**src/assert_macros.svh**
```systemverilog
// Assertion macros shared by the RTL of the tag stripper.
// Needs nothing else; files that check their own logic include it.
`ifndef ASSERT_MACROS_SVH
`define ASSERT_MACROS_SVH

// Same-cycle implication, checked at every rising edge outside reset.
`define HTS_ASSERT_NOW(lbl, clk, rst, ante, cons, msg) \
   lbl: assert property (@(posedge clk) disable iff (rst) (ante) |-> (cons)) else $error(msg);

// Next-cycle implication, checked at every rising edge outside reset.
`define HTS_ASSERT_NEXT(lbl, clk, rst, ante, cons, msg) \
   lbl: assert property (@(posedge clk) disable iff (rst) (ante) |=> (cons)) else $error(msg);

`endif

```
**src/hts_pkg.sv**
```systemverilog
// Shared types, character codes and match tables of the tag stripper.
// Depends on nothing; used by hts_csr, hts_core and html_tag_stripper.
`default_nettype none

package hts_pkg;

   localparam int PAT_COUNT = 6;
   localparam int PAT_SLOTS = 8;

   localparam logic [7:0] CHR_LT   = 8'h3C;
   localparam logic [7:0] CHR_GT   = 8'h3E;
   localparam logic [7:0] CHR_AMP  = 8'h26;
   localparam logic [7:0] CHR_SEMI = 8'h3B;
   localparam logic [7:0] CHR_NL   = 8'h0A;
   localparam logic [7:0] CHR_UC_A = 8'h41;
   localparam logic [7:0] CHR_UC_Z = 8'h5A;
   localparam logic [7:0] CASE_BIT = 8'h20;

   localparam logic [2:0] LEN_MAX = 3'd7;

   // Pattern order: br, amp, nbsp, lt, gt, quot
   localparam int PAT_BR = 0;

   localparam logic [7:0] PAT_TEXT [PAT_COUNT][PAT_SLOTS] = '{
      '{8'h3C, 8'h62, 8'h72, 8'h3E, 8'h00, 8'h00, 8'h00, 8'h00},
      '{8'h26, 8'h61, 8'h6D, 8'h70, 8'h3B, 8'h00, 8'h00, 8'h00},
      '{8'h26, 8'h6E, 8'h62, 8'h73, 8'h70, 8'h3B, 8'h00, 8'h00},
      '{8'h26, 8'h6C, 8'h74, 8'h3B, 8'h00, 8'h00, 8'h00, 8'h00},
      '{8'h26, 8'h67, 8'h74, 8'h3B, 8'h00, 8'h00, 8'h00, 8'h00},
      '{8'h26, 8'h71, 8'h75, 8'h6F, 8'h74, 8'h3B, 8'h00, 8'h00}
   };
   localparam logic [2:0] PAT_LEN [PAT_COUNT] = '{3'd4, 3'd5, 3'd6, 3'd4, 3'd4, 3'd6};
   localparam logic [7:0] PAT_OUT [PAT_COUNT] = '{8'h0A, 8'h26, 8'h20, 8'h3C, 8'h3E, 8'h22};

   localparam logic [PAT_COUNT-1:0] ALL_CANDIDATES = '1;

   // Register byte addresses
   localparam logic [2:0] ADDR_STRIP_ENABLE  = 3'd0;
   localparam logic [2:0] ADDR_ENTITY_ENABLE = 3'd4;

   typedef struct packed {
      logic strip_enable;
      logic entity_enable;
   } cfg_type;

   typedef struct packed {
      logic                 body_mode;
      logic                 last_was_newline;
      logic                 inside_tag;
      logic                 inside_entity;
      logic [2:0]           buffer_length;
      logic [PAT_COUNT-1:0] pattern_candidates;
   } state_type;

   localparam state_type STATE_CLEAR = '{
      body_mode:          1'b0,
      last_was_newline:   1'b0,
      inside_tag:         1'b0,
      inside_entity:      1'b0,
      buffer_length:      3'd0,
      pattern_candidates: ALL_CANDIDATES
   };

endpackage

`default_nettype wire

```
**src/html_tag_stripper.sv**
```systemverilog
// HTML tag stripper: one message byte in, zero or one byte out, per word.
// Each word passes from the input register stage through hts_core to the result register.
// Throughput: one word per cycle unless rsp_stall holds a full result register.
// Reset (synchronous, active high): clears both pipeline valids, the match
// state and both enable registers; no clearing pass.
`default_nettype none
`include "assert_macros.svh"

module html_tag_stripper (
   input  wire logic        clock,
   input  wire logic        reset,
   // input channel
   input  wire logic        req_valid,
   output logic             req_stall,
   input  wire logic [7:0]  req_in_byte,
   input  wire logic        req_msg_start,
   // result channel
   output logic             rsp_valid,
   input  wire logic        rsp_stall,
   output logic      [7:0]  rsp_out_byte,
   // configuration port
   input  wire logic        psel,
   input  wire logic        penable,
   input  wire logic        pwrite,
   input  wire logic [2:0]  paddr,
   input  wire logic [31:0] pwdata,
   output logic      [31:0] prdata,
   output logic             pready
);

   hts_pkg::cfg_type   cfg;

   // Input register stage
   logic               s1_valid_ff, s1_valid_in;
   logic [7:0]         s1_byte_ff;
   logic               s1_start_ff;

   // Result register stage
   logic               out_valid_ff, out_valid_in;
   logic [7:0]         out_byte_ff;

   // Per-message match state
   hts_pkg::state_type state_ff;
   hts_pkg::state_type state_in;

   logic               core_emit;
   logic [7:0]         core_byte;
   logic               advance;
   logic               req_take;

   hts_csr u_csr (
      .clock   (clock),
      .reset   (reset),
      .psel    (psel),
      .penable (penable),
      .pwrite  (pwrite),
      .paddr   (paddr),
      .pwdata  (pwdata),
      .prdata  (prdata),
      .pready  (pready),
      .cfg     (cfg)
   );

   hts_core u_core (
      .cfg       (cfg),
      .state_cur (state_ff),
      .in_byte   (s1_byte_ff),
      .msg_start (s1_start_ff),
      .state_nxt (state_in),
      .emit      (core_emit),
      .out_byte  (core_byte)
   );

   // The result register drains or is empty: the input stage may move on.
   assign advance   = !out_valid_ff || !rsp_stall;
   // Stall only when the input stage holds a word that cannot move.
   assign req_stall = s1_valid_ff && !advance;
   assign req_take  = req_valid && !req_stall;

   always_comb begin
      s1_valid_in = s1_valid_ff;
      if (req_take) begin
         s1_valid_in = 1'b1;
      end else if (advance) begin
         s1_valid_in = 1'b0;
      end
   end

   // Load the result register whenever it moves; words with no result leave it empty.
   assign out_valid_in = advance ? (s1_valid_ff && core_emit) : out_valid_ff;

   always_ff @(posedge clock) begin
      if (reset) begin
         s1_valid_ff  <= 1'b0;
         out_valid_ff <= 1'b0;
         state_ff     <= hts_pkg::STATE_CLEAR;
      end else begin
         s1_valid_ff  <= s1_valid_in;
         out_valid_ff <= out_valid_in;
         // Advance the match state only as a word is consumed
         if (s1_valid_ff && advance) begin
            state_ff <= state_in;
         end
      end
   end

   // Payload registers: no reset needed
   always_ff @(posedge clock) begin
      if (req_take) begin
         s1_byte_ff  <= req_in_byte;
         s1_start_ff <= req_msg_start;
      end
      if (advance) begin
         out_byte_ff <= core_byte;
      end
   end

   assign rsp_valid    = out_valid_ff;
   assign rsp_out_byte = out_byte_ff;

   // Pass-through mode must reproduce the consumed byte unchanged.
   `HTS_ASSERT_NEXT(a_pass_through, clock, reset,
      s1_valid_ff && advance && !cfg.strip_enable,
      out_valid_ff && out_byte_ff == $past(s1_byte_ff),
      "pass-through byte altered or lost")

   // A stall is raised only behind a full, stalled result register.
   `HTS_ASSERT_NOW(a_stall_cause, clock, reset,
      req_stall,
      s1_valid_ff && out_valid_ff && rsp_stall,
      "input stalled without back-pressure")

   // A message start on a plain byte leaves no open tag or entity behind.
   `HTS_ASSERT_NEXT(a_msg_start_clears, clock, reset,
      s1_valid_ff && advance && s1_start_ff && s1_byte_ff != hts_pkg::CHR_LT
         && s1_byte_ff != hts_pkg::CHR_AMP,
      !state_ff.inside_tag && !state_ff.inside_entity,
      "message start did not clear tag or entity state")

endmodule

`default_nettype wire

```
**src/hts_csr.sv**
```systemverilog
// APB-style register file of the tag stripper: strip and entity enables.
// Depends on hts_pkg.
`default_nettype none

module hts_csr (
   input  wire logic            clock,
   input  wire logic            reset,
   input  wire logic            psel,
   input  wire logic            penable,
   input  wire logic            pwrite,
   input  wire logic [2:0]      paddr,
   input  wire logic [31:0]     pwdata,
   output logic      [31:0]     prdata,
   output logic                 pready,
   output hts_pkg::cfg_type     cfg
);

   hts_pkg::cfg_type cfg_ff;
   hts_pkg::cfg_type cfg_in;
   logic             wr_en;

   assign pready = 1'b1;
   assign wr_en  = psel && penable && pwrite;

   always_comb begin
      cfg_in = cfg_ff;
      if (wr_en) begin
         case (paddr)
            hts_pkg::ADDR_STRIP_ENABLE:  cfg_in.strip_enable  = pwdata[0];
            hts_pkg::ADDR_ENTITY_ENABLE: cfg_in.entity_enable = pwdata[0];
            default:                     cfg_in = cfg_ff;
         endcase
      end
   end

   always_ff @(posedge clock) begin
      if (reset) begin
         cfg_ff <= '0;
      end else begin
         cfg_ff <= cfg_in;
      end
   end

   always_comb begin
      case (paddr)
         hts_pkg::ADDR_STRIP_ENABLE:  prdata = {31'd0, cfg_ff.strip_enable};
         hts_pkg::ADDR_ENTITY_ENABLE: prdata = {31'd0, cfg_ff.entity_enable};
         default:                     prdata = 32'd0;
      endcase
   end

   assign cfg = cfg_ff;

endmodule

`default_nettype wire

```
**src/hts_core.sv**
```systemverilog
// Per-byte decision logic: pass-through, header pass, tag and entity tracking, pattern match.
// Pure combinational; depends on hts_pkg.
`default_nettype none

module hts_core (
   input  wire hts_pkg::cfg_type   cfg,
   input  wire hts_pkg::state_type state_cur,
   input  wire logic [7:0]         in_byte,
   input  wire logic               msg_start,
   output hts_pkg::state_type      state_nxt,
   output logic                    emit,
   output logic [7:0]              out_byte
);

   hts_pkg::state_type               st;
   logic                             in_body;
   logic                             opens;
   logic [7:0]                       lc;
   logic [2:0]                       len0;
   logic [2:0]                       len1;
   logic [hts_pkg::PAT_COUNT-1:0]    cand0;
   logic [hts_pkg::PAT_COUNT-1:0]    cand1;

   // Fold A-Z to lower case for matching
   assign lc = (in_byte >= hts_pkg::CHR_UC_A && in_byte <= hts_pkg::CHR_UC_Z) ?
               (in_byte | hts_pkg::CASE_BIT) : in_byte;

   always_comb begin
      st        = msg_start ? hts_pkg::STATE_CLEAR : state_cur;
      state_nxt = st;
      emit      = 1'b0;
      out_byte  = in_byte;
      in_body   = 1'b0;
      opens     = 1'b0;
      len0      = 3'd0;
      len1      = 3'd0;
      cand0     = hts_pkg::ALL_CANDIDATES;
      cand1     = hts_pkg::ALL_CANDIDATES;

      if (!cfg.strip_enable) begin
         emit = 1'b1;
      end else begin
         in_body = st.body_mode;
         if (!st.body_mode) begin
            if (st.last_was_newline && in_byte == hts_pkg::CHR_NL) begin
               state_nxt.body_mode = 1'b1;
               in_body             = 1'b1;
            end else begin
               state_nxt.last_was_newline = (in_byte == hts_pkg::CHR_NL);
               emit                       = 1'b1;
            end
         end

         if (in_body) begin
            // Openers restart the held text
            if (in_byte == hts_pkg::CHR_LT) begin
               state_nxt.inside_tag = 1'b1;
               opens                = 1'b1;
            end
            if (in_byte == hts_pkg::CHR_AMP && cfg.entity_enable) begin
               state_nxt.inside_entity = 1'b1;
               opens                   = 1'b1;
            end
            len0  = opens ? 3'd0 : st.buffer_length;
            cand0 = opens ? hts_pkg::ALL_CANDIDATES : st.pattern_candidates;

            if (!state_nxt.inside_tag && !state_nxt.inside_entity) begin
               emit = 1'b1;
            end else begin
               cand1 = cand0;
               for (int k = 0; k < hts_pkg::PAT_COUNT; k++) begin
                  if (len0 >= hts_pkg::PAT_LEN[k] || hts_pkg::PAT_TEXT[k][len0] != lc) begin
                     cand1[k] = 1'b0;
                  end
               end
               len1 = (len0 == hts_pkg::LEN_MAX) ? len0 : len0 + 3'd1;
            end

            if (in_byte == hts_pkg::CHR_GT) begin
               state_nxt.inside_tag = 1'b0;
               if (cand1[hts_pkg::PAT_BR] && len1 == hts_pkg::PAT_LEN[hts_pkg::PAT_BR]) begin
                  out_byte = hts_pkg::PAT_OUT[hts_pkg::PAT_BR];
                  emit     = 1'b1;
               end
               len1  = 3'd0;
               cand1 = hts_pkg::ALL_CANDIDATES;
            end

            if (in_byte == hts_pkg::CHR_SEMI && cfg.entity_enable) begin
               state_nxt.inside_entity = 1'b0;
               for (int k = 1; k < hts_pkg::PAT_COUNT; k++) begin
                  if (cand1[k] && len1 == hts_pkg::PAT_LEN[k]) begin
                     out_byte = hts_pkg::PAT_OUT[k];
                     emit     = 1'b1;
                  end
               end
               len1  = 3'd0;
               cand1 = hts_pkg::ALL_CANDIDATES;
            end

            state_nxt.buffer_length      = len1;
            state_nxt.pattern_candidates = cand1;
         end
      end
   end

endmodule

`default_nettype wire
```
**config.mk**
```make
export PLATFORM = sky130hd
export DESIGN_NAME = html_tag_stripper
export DESIGN_NICKNAME = d
export VERILOG_FILES = /design/src/hts_pkg.sv /design/src/html_tag_stripper.sv /design/src/hts_csr.sv /design/src/hts_core.sv
export VERILOG_INCLUDE_DIRS = /design/src /design/src/src
export SDC_FILE = /design/constraint.sdc
export NUM_CORES = 1
export LEC_CHECK = 0
export BUFFER_PORTS_ARGS = -buffer_cell sky130_fd_sc_hd__buf_2
export CAP_MARGIN = 20
export CORE_UTILIZATION = 57
export CTS_CLUSTER_SIZE = 10
export DETAILED_ROUTE_END_ITERATION = 7
export GPL_TIMING_DRIVEN = 0
export PLACE_DENSITY = 0.86
export SETUP_SLACK_MARGIN = 0.02
export SYNTH_ARGS = -nofsm -noshare
export SYNTH_HDL_FRONTEND = slang
export SYNTH_HIERARCHICAL = 1
export SYNTH_SLANG_ARGS = --single-unit
```
**constraint.sdc**
```tcl
create_clock -name clock -period 5.9 [get_ports clock]
set_clock_uncertainty 0.15 [all_clocks]
set_input_delay 0.59 -clock clock [delete_from_list [all_inputs] [get_ports clock]]
set_output_delay 0.59 -clock clock [all_outputs]
set_load 0.05 [all_outputs]
```
==> flow_summary.json <==
{
  "clk_latency_ns": 0.29,
  "place.port_buffers": 30,
  "cts_setup_buffers": 0,
  "synth_top_cell_by_area": "edfxtp_1",
  "synth_area_leaders": "edfxtp_1, dfxtp_1, buf_4",
  "hold_violations": 0,
  "ys_ff_latch": 34,
  "fin_crit_ns": 4.95,
  "nFillCells": 507,
  "root_buffer": "clkbuf_8",
  "grt_max_degree": 12,
  "clock-sinks": 34,
  "ys_types": 69,
  "instances_no_fill": 550,
  "ys.flop_type": "edfxtp_1",
  "p_comb_share_pct": 25.5,
  "rows": 27,
  "cp.arrival_ns": 5.02,
  "dieWidth_microns": 77.9,
  "drc": 0,
  "p_per_area_nw_per_um2": 162,
  "ir_drop_mv": 0.111,
  "finalSetupTns_ns": 0,
  "diodes": 0,
  "async_flop_share_pct": 0,
  "worst-r2r-setup-slack_ns": 0.95,
  "wl_mm": 9.23,
  "endpoint_kind": "flip-flop",
  "syn-instance-count": 410,
  "drt_iter0_drc": 342,
  "swShare_pct": 34.3,
  "start_kind": "flip-flop",
  "final_cell_area_sq_um": 3730,
  "fp.coreArea_sq_um": 5540,
  "dp_cells": 542,
  "hold_buffers": 0,
  "status": "finished, final reports clean",
  "initial_utilization_pct": 59.2,
  "internal-power_w": 0.000397,
  "place_hpwl_mm": 6.82,
  "clk_pin_slew_ns": 0.08,
  "gp_congestion": 0.978,
  "drt_first_pass_iters": 6,
  "dp_worst_setup_slack_ns": 1.22,
  "postRouteAntennaNets": 0,
  "die_h_microns": 77.9,
  "worst_pin_slew_ns": 0.908,
  "fmax_ghz": 0.202,
  "placed_cell_area_sq_um": 3630,
  "cts_inserted_buffers": 5,
  "dieArea_sq_um": 6060,
  "share_seq_of_total_power_pct": 43.5,
  "cts.htree.levels": 2,
  "antenna_found_initial": 0,
  "grtUsageTotal_pct": 31.3,
  "grt_pass1_wl_mm": 14.7,
  "grt_pass1_vias": 2949,
  "path_class": "flip-flop to flip-flop",
  "critical_path_required_ns": 5.97,
  "cap_viol_max_count": 0,
  "maxSlewViolCount": 0,
  "clk_path_buf_depth": 2,
  "cts_resized": 0,
  "drive_gt1_share_pct": 18.6,
  "grt_overflow_total": 0,
  "p_leak_nw": 1.48,
  "synth_edf_count": 17,
  "fin_crit_sh_pct": 83.9,
  "avgSynthCellArea_sq_um": 8.00,
  "power.share.clock_pct": 30.9,
  "area_delta_synth_final_pct": 13.6,
  "hp-class": "primary input to flip-flop",
  "timing.slew.headroom_pct": 37.9,
  "tritoncts": "yes",
  "synth_area_sq_um": 3280,
  "post-route-worst-setup-slack_ns": 0.948,
  "vias_per_cell": 6.04,
  "nets": 536,
  "num_vias": 3324,
  "io-pin-count": 94,
  "yosysSeqAreaShare_pct": 25.9,
  "ys.warnings.count": 6,
  "grt_setup_unrepaired": "no",
  "synth_top_area_share_pct": 15.6,
  "p_sw_w": 0.000207,
  "cp_max_fo": 10,
  "setup_viol": 0,
  "drt-wirelength-per-cell_microns": 16.8
}
==> cells by family after synthesis <==
logic type	Yosys count	share of synthesized area [%]
multiplexers	19	5.84
other	2	0.229
buffers and inverters	78	13.4
adder cells (fa/ha/maj)	8	3.05
XOR/XNOR	12	3.20
AND/OR/NAND/NOR	159	26.6
flip-flops	34	25.9
AO/OA/AOI/OAI	98	21.8
==> flip-flops by register name, summed over array words and instances (netlist names) <==
register,cells
s1_valid_ff,1
state_ff,13
u_csr/cfg,2
s1_start_ff,1
rsp_out_byte,8
rsp_valid,1
s1_byte_ff,8
==> metrics by stage <==
stage	util, %	power, W	hold WS (ns)
6_report	67.3	0.000604	0.317
5_1_grt	67.3	0.000624	0.308
4_1_cts	67.3	0.000605	0.311
3_5_place_dp	65.6	0.000420	0.324
3_3_place_gp	65.6	0.000419	0.310
2_1_floorplan	-	0.000392	0.297
==> layout make-up <==
type | count | area, sq um | area share (%)
well taps | 72 | 90.1 | 2.42
repair buffers | 30 | 150 | 4.03
multi-input cells | 328 | 2100 | 56.4
clock buffers | 6 | 82.6 | 2.22
clock inverters | 2 | 11.3 | 0.302
plain buffers | 63 | 383 | 10.3
flip-flops and latches | 34 | 851 | 22.8
inverters | 15 | 56.3 | 1.51
==> final timing paths <==
path | cells past startpoint | to | start
setup / recovery | 15 | rsp_valid$_SDFFE_PP0P_ | s1_byte_ff[4]$_DFFE_PP_
hold / removal | 1 | s1_byte_ff[0]$_DFFE_PP_ | req_in_byte[0]
setup reg to reg | 15 | rsp_valid$_SDFFE_PP0P_ | s1_byte_ff[4]$_DFFE_PP_
hold reg to reg | 2 | rsp_valid$_SDFFE_PP0P_ | s1_valid_ff$_SDFFE_PP0P_
==> power by group through the flow <==
| stage | logic, W | registers, W | clock network [W] |
|---|---|---|---|
| 6_report | 0.000154 | 0.000263 | 0.000187 |
| 5_1_grt | 0.000162 | 0.000264 | 0.000198 |
| 4_1_cts | 0.000152 | 0.000263 | 0.000190 |
| 3_5_place_dp | 0.000151 | 0.000268 | 0 |
| 3_3_place_gp | 0.000151 | 0.000268 | 0 |
| 2_1_floorplan | 0.000109 | 0.000282 | 0 |
==> Yosys cell counts, drive strengths merged (3+ instances only) <==
library cell / n
nor2: 36
a211o: 3
nand4: 5
inv: 15
edfxtp: 17
or3: 8
a31oi: 6
nand2: 25
a21oi: 20
mux2i: 18
nand3: 12
xor2: 6
o311ai: 3
nor4: 6
nor3b: 4
buf: 43
o211ai: 10
xnor2: 6
and2: 3
a2111oi: 3
nor2b: 7
a211oi: 9
ha: 8
a21boi: 4
a311oi: 3
dfxtp: 17
nand2b: 23
clkbuf: 20
o21ai: 16
nor3: 15
o32a: 3
==> metal layers <==
layer,part of all wire [%],global-route usage [%],up-vias
met4,2.7,12.8,0
met5,0,0,-
met2,45,49.6,247
li1,-,-,1557
met3,11,5.88,24
met1,42,41.7,1496
==> placed cells by master (no fill, tap or decap), drive strengths merged, types with 3 or more instances in the layout <==
cell,netlist,final
dfxtp,17,17
inv,15,16
xor2,6,6
and2,3,3
nor2b,7,7
a311oi,3,3
o32a,3,3
edfxtp,17,17
o311ai,3,3
a2111oi,3,3
or3,8,8
nor4,6,6
buf,43,73
nand2b,23,23
clkbuf,20,26
a211o,3,3
nor3b,4,4
conb,2,32
a21boi,4,4
o21ai,16,16
nor2,36,36
xnor2,6,6
a21oi,20,20
mux2i,18,18
ha,8,8
nand3,12,12
nor3,15,15
nand4,5,5
a211oi,9,9
o211ai,10,10
a31oi,6,6
nand2,25,25
==> worst max-delay path, cell delays in order, from the launching register on <==
cell	delay (ns)
edfxtp_1	0.42
clkbuf_1	0.28
and3b_1	0.29
o211ai_2	0.37
buf_2	0.33
nand2_1	0.20
ha_1	0.39
nor3b_1	0.24
a21oi_1	0.06
a2111oi_0	0.78
o2111ai_1	0.39
a211o_1	0.40
o2111a_1	0.17
o221ai_1	0.20
nand2_1	0.08
a21oi_1	0.14
(Power assumes the default switching activity.)
